### config.mk
export PLATFORM = sky130hd
export DESIGN_NAME = decimal_text_to_fixed_point_unit_flat
export DESIGN_NICKNAME = d
export VERILOG_FILES = /design/src/hdl/dtf_pkg.sv /design/src/hdl/dtf_req_if.sv /design/src/hdl/dtf_rsp_if.sv /design/src/hdl/dtf_csr_if.sv /design/src/hdl/decimal_text_to_fixed_point_unit.sv /design/src/flat_wrapper.sv
export SDC_FILE = /design/constraint.sdc
export NUM_CORES = 1
export LEC_CHECK = 0
export ABC_AREA = 1
export BUFFER_PORTS_ARGS = -buffer_cell sky130_fd_sc_hd__buf_4
export CORE_MARGIN = 4
export CORE_UTILIZATION = 40
export DETAILED_ROUTE_END_ITERATION = 16
export SKIP_CTS_REPAIR_TIMING = 1
export SLEW_MARGIN = 20
export SYNTH_ARGS = -nofsm -noshare
export SYNTH_HDL_FRONTEND = slang
export SYNTH_SLANG_ARGS = --single-unit
### constraint.sdc
create_clock -name clock -period 5.7 [get_ports clock]
set_input_delay 1.14 -clock clock [delete_from_list [all_inputs] [get_ports clock]]
set_output_delay 1.14 -clock clock [all_outputs]
set_load 0.02 [all_outputs]
### src/hdl/dtf_pkg.sv
`timescale 1ns / 1ps
// shared types, constants and the power-of-ten table for the decimal text parser
package dtf_pkg;

   localparam int DTF_FRAC_BITS   = 24;
   localparam int DTF_INT_BITS    = 39;
   localparam int DTF_FRAC_DIGITS = 9;

   localparam int DTF_LIMIT_W = 39;
   localparam int DTF_FRAC_W  = 30;
   localparam int DTF_VALUE_W = 64;

   localparam logic [DTF_LIMIT_W-1:0] DTF_LIMIT_RESET = 39'd2147483647;

   localparam logic [7:0] CH_NUL   = 8'h00;
   localparam logic [7:0] CH_TAB   = 8'h09;
   localparam logic [7:0] CH_CR    = 8'h0d;
   localparam logic [7:0] CH_SPACE = 8'h20;
   localparam logic [7:0] CH_PLUS  = 8'h2b;
   localparam logic [7:0] CH_MINUS = 8'h2d;
   localparam logic [7:0] CH_POINT = 8'h2e;
   localparam logic [7:0] CH_ZERO  = 8'h30;
   localparam logic [7:0] CH_NINE  = 8'h39;

   typedef enum logic [1:0] {
      STATUS_OK        = 2'd0,
      STATUS_MALFORMED = 2'd1,
      STATUS_OVER      = 2'd2
   } dtf_status_type;

   typedef enum logic [1:0] {
      PH_START,
      PH_SIGNED,
      PH_INT,
      PH_FRAC
   } dtf_phase_type;

   typedef enum logic [1:0] {
      S_PARSE,
      S_DIVIDE,
      S_FINISH
   } dtf_state_type;

   function automatic logic [DTF_FRAC_W-1:0] dtf_pow10(input logic [3:0] n);
      logic [DTF_FRAC_W-1:0] p;
      case (n)
         4'd0:    p = 30'd1;
         4'd1:    p = 30'd10;
         4'd2:    p = 30'd100;
         4'd3:    p = 30'd1000;
         4'd4:    p = 30'd10000;
         4'd5:    p = 30'd100000;
         4'd6:    p = 30'd1000000;
         4'd7:    p = 30'd10000000;
         4'd8:    p = 30'd100000000;
         4'd9:    p = 30'd1000000000;
         default: p = 30'd1;
      endcase
      return p;
   endfunction

endpackage

### src/hdl/dtf_req_if.sv
`timescale 1ns / 1ps
// character input channel
interface dtf_req_if;
   logic       valid;
   logic       ready;
   logic [7:0] char_code;

   modport source (output valid, output char_code, input ready);
   modport sink   (input valid, input char_code, output ready);
endinterface

### src/hdl/dtf_rsp_if.sv
`timescale 1ns / 1ps
// parse result channel
interface dtf_rsp_if import dtf_pkg::*; ();
   logic                          valid;
   logic                          ready;
   logic [1:0]                    status;
   logic signed [DTF_VALUE_W-1:0] value;

   modport source (output valid, output status, output value, input ready);
   modport sink   (input valid, input status, input value, output ready);
endinterface

### src/hdl/dtf_csr_if.sv
`timescale 1ns / 1ps
// overflow limit write channel
interface dtf_csr_if import dtf_pkg::*; ();
   logic                   valid;
   logic                   ready;
   logic [DTF_LIMIT_W-1:0] data;

   modport source (output valid, output data, input ready);
   modport sink   (input valid, input data, output ready);
endinterface

### src/hdl/decimal_text_to_fixed_point_unit.sv
`timescale 1ns / 1ps
// decimal numeral text to signed fixed point converter, top level
//
//  channel | dir | payload                        | beat when
//  --------+-----+--------------------------------+---------------------------
//  req_if  | in  | char_code[7:0]                 | valid && ready
//  rsp_if  | out | status[1:0], value[63:0] s     | valid && ready
//  csr_if  | in  | data[38:0] overflow limit      | valid && ready (always ready)
//
//  an ordinary character is accepted in the parse state; the zero terminator of a valid
//  numeral goes through accept, the restoring divider that scales the fraction by
//  10^count at one quotient bit per cycle, then compose; a failed one skips the divider
//  the result sits in an output register, so the next string's characters flow
//  while it waits; only a later compose step stalls on a full output register
//  reset is synchronous active high and restores the default limit 2147483647
module decimal_text_to_fixed_point_unit
   import dtf_pkg::*;
#(
   parameter int FRAC_BITS = DTF_FRAC_BITS
) (
   input  logic         clock,
   input  logic         reset,
   dtf_req_if.sink      req_if,
   dtf_rsp_if.source    rsp_if,
   dtf_csr_if.sink      csr_if
);

   localparam int CNT_W = $clog2(FRAC_BITS);
   localparam int TOT_BITS = (DTF_INT_BITS + FRAC_BITS > 63) ? 63 : DTF_INT_BITS + FRAC_BITS;
   localparam logic [DTF_VALUE_W-1:0] MAX_MAG = (64'd1 << TOT_BITS) - 64'd1;
   localparam logic [DTF_VALUE_W-1:0] MAX_INT = MAX_MAG >> FRAC_BITS;
   localparam int ACC_W = DTF_LIMIT_W + 4;   // room for x10 + 9

   // sequencer and parse state
   dtf_state_type          state_ff, state_in;
   dtf_phase_type          phase_ff, phase_in;
   dtf_status_type         err_ff, err_in;
   dtf_status_type         status_ff, status_in;
   logic                   neg_ff, neg_in;
   logic [DTF_LIMIT_W-1:0] int_ff, int_in;
   logic [DTF_FRAC_W-1:0]  frac_ff, frac_in;    // doubles as divider remainder
   logic [3:0]             count_ff, count_in;
   logic [DTF_LIMIT_W-1:0] mag_ff, mag_in;
   logic [DTF_LIMIT_W-1:0] limit_ff, limit_in;
   logic [FRAC_BITS-1:0]   quot_ff, quot_in;
   logic [CNT_W-1:0]       step_ff, step_in;

   // output register
   logic                          rsp_valid_ff, rsp_valid_in;
   dtf_status_type                rsp_status_ff, rsp_status_in;
   logic signed [DTF_VALUE_W-1:0] rsp_value_ff, rsp_value_in;

   logic                   req_beat;
   logic [7:0]             ch;
   logic                   is_digit, is_space, is_sign, is_point;
   logic [3:0]             digit;
   dtf_status_type         term_status;
   logic                   to_int;
   logic [DTF_LIMIT_W-1:0] acc_sel;
   logic [ACC_W-1:0]       acc_x10, mag_x10;
   logic                   over;
   logic                   number_start, take;
   logic [DTF_FRAC_W:0]    rem2, divisor, diff;
   logic                   fits;
   logic                   out_free;
   logic [DTF_VALUE_W-1:0] int_wide, mag_fix, val_fix;

   assign req_if.ready = (state_ff == S_PARSE);
   assign csr_if.ready = 1'b1;
   assign req_beat     = req_if.valid && req_if.ready;
   assign ch           = req_if.char_code;

   // character classes
   assign is_digit = (ch >= CH_ZERO) && (ch <= CH_NINE);
   assign is_space = (ch == CH_SPACE) || ((ch >= CH_TAB) && (ch <= CH_CR));
   assign is_sign  = (ch == CH_PLUS) || (ch == CH_MINUS);
   assign is_point = (ch == CH_POINT);
   assign digit    = 4'(ch - CH_ZERO);

   // status of a string at its terminator: first error wins, no digit and no point is malformed
   always_comb begin
      if (err_ff != STATUS_OK) begin
         term_status = err_ff;
      end else if (phase_ff == PH_START || phase_ff == PH_SIGNED) begin
         term_status = STATUS_MALFORMED;
      end else begin
         term_status = STATUS_OK;
      end
   end

   // shared x10 + digit unit: integer accumulator before the point, fraction after
   assign to_int  = (phase_ff != PH_FRAC);
   assign acc_sel = to_int ? int_ff : {{(DTF_LIMIT_W-DTF_FRAC_W){1'b0}}, frac_ff};
   assign acc_x10 = ({4'b0, acc_sel} << 3) + ({4'b0, acc_sel} << 1)
                    + {{(ACC_W-4){1'b0}}, digit};
   // all digits as one integer, for the limit check
   assign mag_x10 = ({4'b0, mag_ff} << 3) + ({4'b0, mag_ff} << 1)
                    + {{(ACC_W-4){1'b0}}, digit};
   assign over    = mag_x10 > {4'b0, limit_ff};

   // restoring divider step: remainder stays below 10^count
   assign rem2    = {frac_ff, 1'b0};
   assign divisor = {1'b0, dtf_pow10(count_ff)};
   assign fits    = rem2 >= divisor;
   assign diff    = rem2 - divisor;

   // compose: saturate the integer part, then append the quotient bits
   assign out_free = !rsp_valid_ff || rsp_if.ready;
   assign int_wide = {{(DTF_VALUE_W-DTF_LIMIT_W){1'b0}}, int_ff};
   assign mag_fix  = (int_wide > MAX_INT) ? MAX_MAG
                   : (int_wide << FRAC_BITS) + {{(DTF_VALUE_W-FRAC_BITS){1'b0}}, quot_ff};
   assign val_fix  = neg_ff ? (64'd0 - mag_fix) : mag_fix;

   // next state
   always_comb begin
      state_in = state_ff;
      unique case (state_ff)
         S_PARSE: begin
            if (req_beat && ch == CH_NUL) begin
               state_in = (term_status == STATUS_OK) ? S_DIVIDE : S_FINISH;
            end
         end
         S_DIVIDE: begin
            if (step_ff == '0) begin
               state_in = S_FINISH;
            end
         end
         S_FINISH: begin
            if (out_free) begin
               state_in = S_PARSE;
            end
         end
         default: state_in = S_PARSE;
      endcase
   end

   // datapath and outputs
   always_comb begin
      phase_in      = phase_ff;
      err_in        = err_ff;
      status_in     = status_ff;
      neg_in        = neg_ff;
      int_in        = int_ff;
      frac_in       = frac_ff;
      count_in      = count_ff;
      mag_in        = mag_ff;
      quot_in       = quot_ff;
      step_in       = step_ff;
      limit_in      = limit_ff;
      rsp_valid_in  = rsp_valid_ff;
      rsp_status_in = rsp_status_ff;
      rsp_value_in  = rsp_value_ff;
      number_start  = 1'b0;
      take          = 1'b0;

      if (csr_if.valid) begin
         limit_in = csr_if.data;
      end
      if (rsp_valid_ff && rsp_if.ready) begin
         rsp_valid_in = 1'b0;
      end

      unique case (state_ff)
         S_PARSE: begin
            if (req_beat && ch == CH_NUL) begin
               status_in = term_status;
               quot_in   = '0;
               step_in   = CNT_W'(FRAC_BITS - 1);
            end else if (req_beat && err_ff == STATUS_OK) begin
               unique case (phase_ff)
                  PH_START: begin
                     if (is_sign) begin
                        neg_in   = (ch == CH_MINUS);
                        phase_in = PH_SIGNED;
                     end else if (!is_space) begin
                        number_start = 1'b1;
                     end
                  end
                  PH_SIGNED: number_start = 1'b1;
                  PH_INT: begin
                     if (is_point) begin
                        phase_in = PH_FRAC;
                     end else if (is_digit) begin
                        take = 1'b1;
                     end else begin
                        err_in = STATUS_MALFORMED;
                     end
                  end
                  PH_FRAC: begin
                     if (is_digit) begin
                        take = 1'b1;
                     end else begin
                        err_in = STATUS_MALFORMED;
                     end
                  end
                  default: err_in = STATUS_MALFORMED;
               endcase

               // first character of the number proper, a leading point included
               if (number_start) begin
                  if (is_point) begin
                     phase_in = PH_FRAC;
                  end else if (is_digit) begin
                     phase_in = PH_INT;
                     take     = 1'b1;
                  end else begin
                     err_in = STATUS_MALFORMED;
                  end
               end

               if (take) begin
                  if (over) begin
                     err_in = STATUS_OVER;
                  end else begin
                     mag_in = mag_x10[DTF_LIMIT_W-1:0];
                     if (to_int) begin
                        int_in = acc_x10[DTF_LIMIT_W-1:0];
                     end else if (count_ff < 4'(DTF_FRAC_DIGITS)) begin
                        // extra fraction digits only feed the limit check
                        frac_in  = acc_x10[DTF_FRAC_W-1:0];
                        count_in = count_ff + 4'd1;
                     end
                  end
               end
            end
         end
         S_DIVIDE: begin
            frac_in = fits ? diff[DTF_FRAC_W-1:0] : rem2[DTF_FRAC_W-1:0];
            quot_in = {quot_ff[FRAC_BITS-2:0], fits};
            step_in = step_ff - CNT_W'(1);
         end
         S_FINISH: begin
            if (out_free) begin
               rsp_valid_in  = 1'b1;
               rsp_status_in = status_ff;
               rsp_value_in  = (status_ff == STATUS_OK) ? val_fix : '0;
               // ready for the next string
               phase_in = PH_START;
               err_in   = STATUS_OK;
               neg_in   = 1'b0;
               int_in   = '0;
               frac_in  = '0;
               count_in = '0;
               mag_in   = '0;
            end
         end
         default: ;
      endcase
   end

   always_ff @(posedge clock) begin
      if (reset) begin
         state_ff     <= S_PARSE;
         phase_ff     <= PH_START;
         err_ff       <= STATUS_OK;
         status_ff    <= STATUS_OK;
         neg_ff       <= 1'b0;
         int_ff       <= '0;
         frac_ff      <= '0;
         count_ff     <= '0;
         mag_ff       <= '0;
         step_ff      <= '0;
         limit_ff     <= DTF_LIMIT_RESET;
         rsp_valid_ff <= 1'b0;
      end else begin
         state_ff     <= state_in;
         phase_ff     <= phase_in;
         err_ff       <= err_in;
         status_ff    <= status_in;
         neg_ff       <= neg_in;
         int_ff       <= int_in;
         frac_ff      <= frac_in;
         count_ff     <= count_in;
         mag_ff       <= mag_in;
         step_ff      <= step_in;
         limit_ff     <= limit_in;
         rsp_valid_ff <= rsp_valid_in;
      end
   end

   // payload registers
   always_ff @(posedge clock) begin
      quot_ff       <= quot_in;
      rsp_status_ff <= rsp_status_in;
      rsp_value_ff  <= rsp_value_in;
   end

   assign rsp_if.valid  = rsp_valid_ff;
   assign rsp_if.status = rsp_status_ff;
   assign rsp_if.value  = rsp_value_ff;

   // a failed numeral always reports zero
   a_error_value_zero: assert property (@(posedge clock) disable iff (reset)
      (rsp_if.valid && rsp_if.status != STATUS_OK) |-> (rsp_if.value == '0))
      else $error("nonzero value with error status");

   // divider remainder stays below the power of ten
   a_remainder_bound: assert property (@(posedge clock) disable iff (reset)
      (state_ff == S_DIVIDE) |-> ({1'b0, frac_ff} < divisor))
      else $error("divider remainder out of range");

   // a terminator beat always leaves the parse state
   a_terminator_leaves: assert property (@(posedge clock) disable iff (reset)
      (req_beat && ch == CH_NUL) |=> (state_ff != S_PARSE))
      else $error("terminator did not start result");

endmodule
### src/flat_wrapper.sv
// flat-port wrapper written by rule: the top's interface ports become plain ports
module decimal_text_to_fixed_point_unit_flat import dtf_pkg::*;
#(
   parameter int FRAC_BITS = DTF_FRAC_BITS
)
  (clock, reset, req_if_valid, req_if_char_code, req_if_ready, rsp_if_valid, rsp_if_status, rsp_if_value, rsp_if_ready, csr_if_valid, csr_if_data, csr_if_ready);
  dtf_req_if req_if_i ();
  dtf_rsp_if rsp_if_i ();
  dtf_csr_if csr_if_i ();
  input  logic clock;
  input  logic reset;
  input wire logic [$bits(req_if_i.valid)-1:0] req_if_valid;
  input wire logic [$bits(req_if_i.char_code)-1:0] req_if_char_code;
  output wire logic [$bits(req_if_i.ready)-1:0] req_if_ready;
  output wire logic [$bits(rsp_if_i.valid)-1:0] rsp_if_valid;
  output wire logic [$bits(rsp_if_i.status)-1:0] rsp_if_status;
  output wire logic [$bits(rsp_if_i.value)-1:0] rsp_if_value;
  input wire logic [$bits(rsp_if_i.ready)-1:0] rsp_if_ready;
  input wire logic [$bits(csr_if_i.valid)-1:0] csr_if_valid;
  input wire logic [$bits(csr_if_i.data)-1:0] csr_if_data;
  output wire logic [$bits(csr_if_i.ready)-1:0] csr_if_ready;
  assign req_if_i.valid = req_if_valid;
  assign req_if_i.char_code = req_if_char_code;
  assign req_if_ready = req_if_i.ready;
  assign rsp_if_valid = rsp_if_i.valid;
  assign rsp_if_status = rsp_if_i.status;
  assign rsp_if_value = rsp_if_i.value;
  assign rsp_if_i.ready = rsp_if_ready;
  assign csr_if_i.valid = csr_if_valid;
  assign csr_if_i.data = csr_if_data;
  assign csr_if_ready = csr_if_i.ready;
  decimal_text_to_fixed_point_unit #(.FRAC_BITS(FRAC_BITS)) u_core (.clock(clock), .reset(reset), .req_if(req_if_i), .rsp_if(rsp_if_i), .csr_if(csr_if_i));
endmodule
======== After elaboration in Yosys (flattened, before gate mapping) ========
Memories as Yosys holds them, arrays and structs flattened. A register that Yosys moved wholly into a read port is not among the register bits.
Index checks and enable logic that the tools add are counted.
word-level totals
  memories kept ........................... 1
  bits in registers ....................... 256
  input port bits ......................... 52
  output and inout port bits .............. 69
  memory bits (read-only) ................. 480
cells by class
  muxes and demuxes ....................... 89
  $add $sub $neg .......................... 10
  reductions and logical operators ........ 32
  magnitude comparators ................... 8
  equal/unequal tests ..................... 22
memory list
  name             words  bits a word  rd ports  clocked after Yosys merged registers in  wr ports  RTL line       RTL
  (no name shown)  16     30           1         1                                        0         dtf_pkg.sv:46  case (n)
operators by type and width
  operator                 count
  $mux W39                 10
  $mux W30                 8
  $pmux W39 S2             2
  $mux W64                 2
  $pmux W30 S3             1
  $add A63 B24 Y64         1
  $sub A1 B64 Y64 const A  1
  $pmux W24 S2             1
  $add A42 B40 Y43         1
  $add A43 B4 Y43          1
  $gt A43 B39 Y1           1
  $mux W2                  21
  $add A39 B39 Y39         1
  $add A39 B4 Y39          1
  $gt A39 B39 Y1 const B   1
  $mux W38                 1
  $mux W4                  9
  $eq A8 B6 Y1 const B     4
  $ge A31 B30 Y1           1
  $sub A30 B30 Y30         1
  $mux W24                 1
  $mux W1                  22
  $ne A2 B2 Y1 const B     11
  $pmux W2 S2              4
  other kinds (30)         54

======== Logic depth before layout (Yosys ltp) ========
Gate-level depths: netlist (run 1).
  word-level depth ........................ 19
  depth in mapped cells ................... 36

======== Worst setup path after synthesis (run 1) ========
OpenSTA, ideal clock, no wires.
  path kind ............................... input to register
  start ................................... input port req_if_char_code[3]
  end ..................................... register u_core.divisor[7] (netlist name)
  data required time ...................... 5.636 ns
  path slack .............................. 0.206 ns
  path buffers ............................ 0
  cell stages on the path ................. 34
  arrival time ............................ 5.430 ns
  cell sequence ........................... inv_1 fa_1 inv_1 fa_1 nand3_1 nand2_1 nand2_1 nand2_1 a31oi_1 o21ai_0 a31oi_1 o21bai_1 xnor2_1 inv_1 ha_1 nand3_1 nand2_1 nand2_1 nor2_1 nand2_1 a21oi_1 nand3_1 nor2_2 nand2_2 nand2_4 nand3_2 nand2_1 nand3_1 inv_2 ha_1 inv_1 nand2_1 nand2_1 nor2_1
on the way
  longest elaborated chain between the ends .. 17
  elaborated cells between the ends (all ways) .. 38
  those cells by class .................... add/sub: 2; order compare: 5; eq/ne: 7; mux: 17; reduce/logical: 7
ends and longest elaborated chain
  element                                                   RTL line            RTL
  from (decl)                                               flat_wrapper.sv:13  input wire logic [$bits(req_if_i.char_code)-1:0] req_if_char_code;
  branches (longest 14 deep; another with $add A43 B4 Y43)  --
  $reduce_and A8 Y1 (no line) *                             --
  $mux W4 (no line) * (2 in series)                         --
Every way passes the cells marked *. The select of a mux whose other input is x is not followed.
A chain may end at the register's enable or synchronous reset.

======== Worst setup path in the final report (run 1) ========
  start ................................... input port req_if_char_code[3]
  end ..................................... register u_core.int_ff[38]
on the way
  longest elaborated chain between the ends .. 15
  elaborated cells between the ends (all ways) .. 43
  those cells by class .................... add/sub: 3; order compare: 5; eq/ne: 7; mux: 21; reduce/logical: 7
ends and longest elaborated chain
  element                                                   RTL line                                 RTL
  branches (longest 15 deep; another with $add A43 B4 Y43)  --
  to (signal assigned)                                      decimal_text_to_fixed_point_unit.sv:271  int_ff <= int_in;
  to (decl)                                                 decimal_text_to_fixed_point_unit.sv:40   logic [DTF_LIMIT_W-1:0] int_ff, int_in;
Several ways; the timed one is not identified. The select of a mux whose other input is x is not followed.

==> results of run 1 <==
layer usage:
metal	vias up	wire, um	track usage [%]
li1	9985	-	-
met2	553	28410	36.31
met3	91	3040	2.732
met1	9277	29800	30.45
met5	-	0	0
met4	0	1472	5.693
flip-flops by register name (all words and copies together), names as in the netlist:
signal and cells:
u_core.state_ff 2, u_core.count_ff 4, u_core.int_ff 39, u_core.rsp_if.status 2, u_core.status_ff 2, u_core.rsp_if.value 64
u_core.frac_ff 30, u_core.quot_ff 24, u_core.mag_ff 39, u_core.divisor 23, u_core.phase_ff 2, u_core.limit_ff 39
u_core.rsp_if.valid 1, u_core.err_ff 2, u_core.neg_ff 1, u_core.step_ff 5
final cells by class:
type                       count  area, sq um  area share, %
clock buffer                  49         1020          4.268
multi-input combinational   2132        12440          52.07
clock inverter                14        181.4         0.7593
tap                          672        840.8          3.519
inverter                     370         1391          5.823
timing repair buffer         192         1533          6.415
sequential                   279         6486          27.15
final timing paths:
path,start,endpoint,slack (ps),cells after the start
setup / recovery,req_if_char_code[3],u_core.int_ff[38],350,33
hold / removal,u_core.limit_ff[0],u_core.limit_ff[0],470,2
setup reg to reg,u_core.mag_ff[2],u_core.int_ff[38],710,32
hold reg to reg,u_core.limit_ff[0],u_core.limit_ff[0],470,2
worst reg2reg max path, delay by kind of cell (launching register included):
family,cells,cell delay [ps]
xor gates and xnor gates,1,160
DFF,1,370
and+or+nand+nor,16,1440
adders and majority gates,3,1180
AOI/OAI and AO/OA,5,1010
buffers and inverters,7,790
placed cells by master (no fill, tap or decap), types with 4 or more instances in the layout:
master,synthesis,routed
nand2_1,586,583
buf_4,6,184
clkbuf_16,0,36
a21oi_1,370,369
nand2_2,2,5
and3_1,6,6
clkbuf_8,0,7
dfxtp_1,189,189
nand3_4,1,4
nor3_1,58,58
nand4_1,26,26
edfxtp_1,90,90
fa_1,5,4
o21bai_1,12,12
clkbuf_1,61,6
nor2_1,256,254
o21a_1,16,16
inv_1,358,357
inv_2,8,9
clkinv_2,0,7
a22oi_1,34,34
o21ai_0,211,210
ha_1,231,231
xor2_1,44,44
a21o_1,12,12
nor2_2,4,6
buf_12,0,7
bufinv_16,0,4
nand3_2,6,5
a211oi_1,4,4
o21ai_1,8,8
nand3_1,81,79
xnor2_1,50,50
o211ai_1,23,23
a31oi_1,27,25
nor4_1,18,18
a21boi_0,4,4
power groups by stage:
stage | Combinational (mW) | Sequential (mW) | Clock (mW)
6_report | 5.64 | 2.81 | 2.32
5_1_grt | 6.26 | 2.85 | 2.46
4_1_cts | 5.42 | 2.81 | 2.39
3_5_place_dp | 5.40 | 2.85 | 0
3_3_place_gp | 5.35 | 2.84 | 0
2_1_floorplan | 3.78 | 2.95 | 0
through the flow:
step	cells	total power [mW]	cell area [sq um]	TNS (ps)
final	3708	10.77	23890	0
after global routing	3708	11.57	23890	0
after CTS	3704	10.62	23800	0
after detailed placement	3641	8.242	22600	-26740
after global placement	3641	8.196	22600	-11690
after floorplan	2870	6.728	20630	0
cells by family (layout without fill, tap and decap cells):
kind of cell | count (synthesis) | count (layout) | share of synthesized area (%)
fa+ha+maj | 236 | 236 | 14.50
other cells | 1 | 1 | 0.01818
simple gates | 1061 | 1061 | 21.56
xor+xnor | 94 | 94 | 3.992
flops | 279 | 279 | 31.45
compound gates | 740 | 740 | 19.84
buf+inv | 459 | 625 | 8.644
==> metrics.md, run 1 <==
| Metric | Value |
|---|---|
| Core area | 0.05058 sq mm |
| Clock network power share | 21.6% |
| Sequential area share after synthesis | 31.45% |
| Power per Cell Area | about 450 mW/mm^2 |
| Ys async rst share | 0% |
| Final Util | 47.24% |
| Synth Flop Type | dfxtp_1 |
| Clock input transition at the sequential cells of the worst setup and hold paths | 50 ps |
| Crit-path leading delay family | simple AND/OR/NAND/NOR gates |
| Switch share | between 40% and 50% |
| Synth cell count leaders | nand2_1 (586), a21oi_1 (370), inv_1 (358) |
| Min cycle time layout | roughly 5400 ps |
| Worst vdd ir | just over 0.6 mV |
| Deepest clock path buffer count | 3 |
| Congestion Overflow GR | 0 |
| Largest stage delay, worst path | 530 ps |
| Drt via density | 5.368 |
| Hold WS | between 400 and 500 ps |
| Layout cells sized above 1 | 9.881% |
| Logic pwr share | roughly 52% |
| Initial DRC Count | 1,430 |
| Via count | 19,906 |
| Cell with the most instances after synthesis | nand2_1 |
| Required time worst endpoint | 6170 ps |
| Psw | 4.936 mW |
| Setup Viol. Count Final | 0 |
| Worst-skew pair later-pin latency | 550 ps |
| Yosys warnings | 0 |
| Drt first pass iters | 8 |
| Fillers | 5,095 |
| Area Overhead vs Synth | 15.84% |
| Num CTS Buffers | 35 |
| # diodes | 0 |
| DP Worst Slack | -459.7 ps |
| Die height | 235.1 um |
| All-Layer GR Usage | 21.94% |
| Hpwl dp | 49,310 um |
| Rel. slew slack | 40.68% |
| Largest net degree at the start of global routing | 104 |
| Syn Nets | approximately 3,200 |
| Crit path DAT | 5830 ps |
| P_int | about 6 mW |
| Die area | 0.05526 sq mm |
| Critical Path Fanout Max | 35 |
| Slew Limit Fails | 0 |
| CP dominant cell by count | nand2_1 |
| Setup crit end kind | flop |
| Hold Crit Class | reg -> reg |
| Final Wtd Congestion | 0.9671 |
| Period utilization | 93.93% |
| Starting density of the core | 40.78% |
| Nets | around 3,300 |
| TritonCTS Sinks | 279 |
| Main area contributors after synthesis | dfxtp_1 (18%), ha_1 (14%), edfxtp_1 (13%) |
| Vias in the first global route | 18,947 |
| Remaining antenna violation count after routing | 0 |
| CTS root buf | clkbuf_16 |
| Post-synth top area cell | dfxtp_1 |
| Sequential Power Share | between 20% and 30% |
| CP Buf/Inv Count | 8 |
| # rows | between 80 and 90 |
| First-pass GRT wire length | roughly 100,000 um |
| Die Span X | 235.1 um |
| Port-buffer cells | 119 |
| Worst-Margin Slew | 889.7 ps |
| Critical setup path kind | in -> reg |
| Outcome | completed |
| DRC errors left | 0 |
| Final WS setup | about 350 ps |
| Fin Clk Skew | about 14 ps |
| Syn Area/Cell | 7.187 sq um |
| EDFF count, synth | 90 |
| Mapped Cells | 2,870 |
| Critical Path Start Type | input pin |
| Critical-path top delay cell | fa_1 |
| Yosys cell types | 60 |
| Syn Std Cell Area | 0.02063 sq mm |
| Boundary Pins | between 100 and 150 |
| CTS tree | done |
| RSZ-0062 raised after global routing | no |
| Initial antenna violation count | 0 |
| WL final | 62,720 um |
| MaxCap Viol Count | 0 |
| Fmax | 186.8 MHz |
| H-tree levels | 2 |
| Final hold vios | 0 |
| Post-synth top area share | 18.34% |
| #FFs+latches synth | approximately 280 |
| Leak | 11.92 nW |
| Drt wl/cell | ~17 um |
Note: power is estimated with default switching activity, not from simulation.
==> inputs of run 2 (changes only) <==
--- a/config.mk
+++ b/config.mk
@@ -8,8 +8,9 @@
 export ABC_AREA = 1
 export BUFFER_PORTS_ARGS = -buffer_cell sky130_fd_sc_hd__buf_4
 export CORE_MARGIN = 4
-export CORE_UTILIZATION = 40
+export CORE_UTILIZATION = 57
 export DETAILED_ROUTE_END_ITERATION = 16
+export PLACE_DENSITY = 0.78
 export SKIP_CTS_REPAIR_TIMING = 1
 export SLEW_MARGIN = 20
 export SYNTH_ARGS = -nofsm -noshare
==> run 2 against run 1 <==
Against the previous run:
- critical path depth up 2
- sequential share of layout area up 0.49 points
- die area down 29%
- final area down 1.8%
- register-to-register slack worse by 50 ps
- clock skew about the same
- sequential cell count unchanged
- utilization up 19 points
==> metrics.md, run 2 (synthesized netlist as in run 1, its figures left out) <==
| Metric | Value |
|---|---|
| Die height | 198.2 um (was 235.1 um) |
| TritonCTS Sinks | 279 (unchanged) |
| Max FFs per register | 64 (unchanged) |
| Hold Path Sink | u_core.limit_ff[33] (was u_core.limit_ff[0]) |
| Layout cells sized above 1 | 9.703% (was 9.881%) |
| # rows | 69 (was 82) |
| Fillers | 3,167 (was 5,095) |
| Starting density of the core | 57.85% (was 40.78%) |
| Hold Crit Class | reg -> reg (unchanged) |
| Nets | 3,294 (was 3,298) |
| DRC errors left | 0 (unchanged) |
| Rel. slew slack | 30.81% (was 40.68%) |
| Fmax | 186.5 MHz (was 186.8 MHz) |
| Boundary Pins | 121 (unchanged) |
| Hpwl dp | 48,570 um (was 49,310 um) |
| Drt wl/cell | 17.36 um (was 16.91 um) |
| CTS tree | done (unchanged) |
| Initial DRC Count | 1,880 (was 1,430) |
| Leak | 11.85 nW (was 11.92 nW) |
| Fin Clk Skew | 14.02 ps (was 14.42 ps) |
| RSZ-0062 raised after global routing | no (unchanged) |
| Worst-case reg-to-reg path depth | 34 (was 32) |
| Num CTS Buffers | 30 (was 35) |
| Inst Count DP | 3,434 (was 3,641) |
| CP dominant cell by count | nand2_1 (unchanged) |
| Clock network power share | 20.0% (was 21.6%) |
| Clock input transition at the sequential cells of the worst setup and hold paths | 60 ps (was 50 ps) |
| Via count | 20,041 (was 19,906) |
| Psw | 4.700 mW (was 4.936 mW) |
| MaxCap Viol Count | 0 (unchanged) |
| Setup crit end kind | flop (unchanged) |
| All-Layer GR Usage | 29.97% (was 21.94%) |
| Largest stage delay, worst path | 530 ps (about the same) |
| Final Wtd Congestion | 0.9669 (was 0.9671) |
| Sequential Power Share | 26.8% (was 26.1%) |
| Largest net degree at the start of global routing | 73 (was 104) |
| Final WS setup | 337.6 ps (was 346.0 ps) |
| # diodes | 0 (unchanged) |
| Switch share | 45.43% (was 45.81%) |
| Hold path start | u_core.limit_ff[33] (was u_core.limit_ff[0]) |
| CTS root buf | clkbuf_16 (unchanged) |
| Worst vdd ir | 0.6364 mV (was 0.6106 mV) |
| Crit path DAT | 5860 ps (was 5830 ps) |
| P_int | 5.645 mW (was 5.838 mW) |
| FF-to-FF Start | u_core.mag_ff[0] (was u_core.mag_ff[2]) |
| Power per Cell Area | 440.7 mW/mm^2 (was 450.9 mW/mm^2) |
| WL final | 60,620 um (was 62,720 um) |
| Vias in the first global route | 18,615 (was 18,947) |
| Critical setup path kind | in -> reg (unchanged) |
| Setup Viol. Count Final | 0 (unchanged) |
| Critical Path Start Type | input pin (unchanged) |
| Min cycle time layout | 5362 ps (was 5354 ps) |
| Drt via density | 5.741 (was 5.368) |
| Required time worst endpoint | 6200 ps (was 6170 ps) |
| Initial antenna violation count | 0 (unchanged) |
| Final hold vios | 0 (unchanged) |
| DP Worst Slack | -408.2 ps (was -459.7 ps) |
| Outcome | completed (unchanged) |
| Period utilization | 94.08% (was 93.93%) |
| Worst-Margin Slew | 1037 ps (was 889.7 ps) |
| Worst-skew pair later-pin latency | 580 ps (was 550 ps) |
| Deepest clock path buffer count | 3 (unchanged) |
| Worst hold path cell count | 2 (unchanged) |
| Area Overhead vs Synth | 13.79% (was 15.84%) |
| Logic pwr share | 53.2% (was 52.3%) |
| Congestion Overflow GR | 0 (unchanged) |
| H-tree levels | 1 (was 2) |
| Port-buffer cells | 119 (unchanged) |
| Critical Path Fanout Max | 26 (was 35) |
| Setup slack, reg-to-reg | 660 ps (was 710 ps) |
| Critical Path Start | req_if_char_code[3] (unchanged) |
| Core area | 0.03566 sq mm (was 0.05058 sq mm) |
| Final Util | 65.83% (was 47.24%) |
| Tot Pwr | 10.34 mW (was 10.77 mW) |
| Die Span X | 198.2 um (was 235.1 um) |
| Most frequent cells in the layout | nand2_1 (585), a21oi_1 (369), inv_1 (357) (was nand2_1 (583), a21oi_1 (369), inv_1 (357)) |
| Critical-path top delay cell | fa_1 (unchanged) |
| Slew Limit Fails | 0 (unchanged) |
| R2R Path End | u_core.int_ff[38] (unchanged) |
| Hold WS | 466.0 ps (was 468.0 ps) |
| Most common cell after layout, fill and taps aside | nand2_1 (unchanged) |
| First-pass GRT wire length | 96,990 um (was 100,900 um) |
| Drt first pass iters | 6 (was 8) |
| Remaining antenna violation count after routing | 0 (unchanged) |
| Non-filler cells, final | 3,491 (was 3,708) |
| Die area | 0.03929 sq mm (was 0.05526 sq mm) |
[run 2: cell count changes in the layout (fill, tap and decap cells not counted), moves of 2 or more]
cell / previous run / this run
buf_12: 7 / 5
clkinv_2: 7 / 5
nand2_2: 5 / 3
nand2_1: 583 / 585
clkbuf_16: 36 / 32
clkbuf_1: 6 / 4
inv_6: 3 / 1
buf_4: 184 / 188
nand3_2: 5 / 7
[run 2: metrics by stage]
stage          cell area [sq um]  setup TNS (ps)
2_1_floorplan              20630               0
3_3_place_gp               22340          -11680
3_5_place_dp               22340          -18600
4_1_cts                    23410               0
5_1_grt                    23470               0
6_report                   23470               0
[run 2: final cells by class]
class,instances,area [sq um],area share [%]
clock inverters,13,160.2,0.6823
multi-input cells,2132,12430,52.97
repair buffers,193,1511,6.440
clock buffers,43,912.1,3.886
well taps,461,576.8,2.457
flip-flops and latches,279,6486,27.63
inverters,370,1391,5.928
[run 2: worst max path at each step]
| stage | endpoint | depth (start not counted) |
|---|---|---|
| 4_1_cts | u_core.divisor[18] | 32 |
| 3_3_place_gp | u_core.divisor[8] | 34 |
| 2_1_floorplan | u_core.divisor[7] | 34 |
| 5_1_grt | u_core.divisor[17] | 34 |
| 6_report | u_core.int_ff[38] | 35 |
| 3_5_place_dp | u_core.divisor[9] | 36 |
[run 2: worst max-delay path, delay by kind of cell]
| kind | cells | cell delay, ps |
|---|---|---|
| AND/OR/NAND/NOR | 20 | 1830 |
| XOR/XNOR | 1 | 150 |
| buffers and inverters | 8 | 930 |
| AO/OA/AOI/OAI | 3 | 470 |
| adder cells (fa/ha/maj) | 3 | 1310 |
[run 2: metal layers]
metal | GRT usage (%) | up-vias | routed length, um
li1 | - | 9964 | -
met2 | 46.19 | 803 | 25900
met5 | 0 | - | 0
met4 | 5.356 | 0 | 1013
met3 | 3.931 | 71 | 4699
met1 | 45.54 | 9203 | 29000
[run 2: power groups by stage]
stage / sequential (mW) / combinational (mW) / clock, mW
floorplan: 2.95 / 3.78 / 0
global placement: 2.80 / 5.29 / 0
detailed placement: 2.81 / 5.38 / 0
CTS: 2.77 / 5.42 / 2.09
global route: 2.81 / 6.03 / 2.18
finish: 2.78 / 5.50 / 2.07
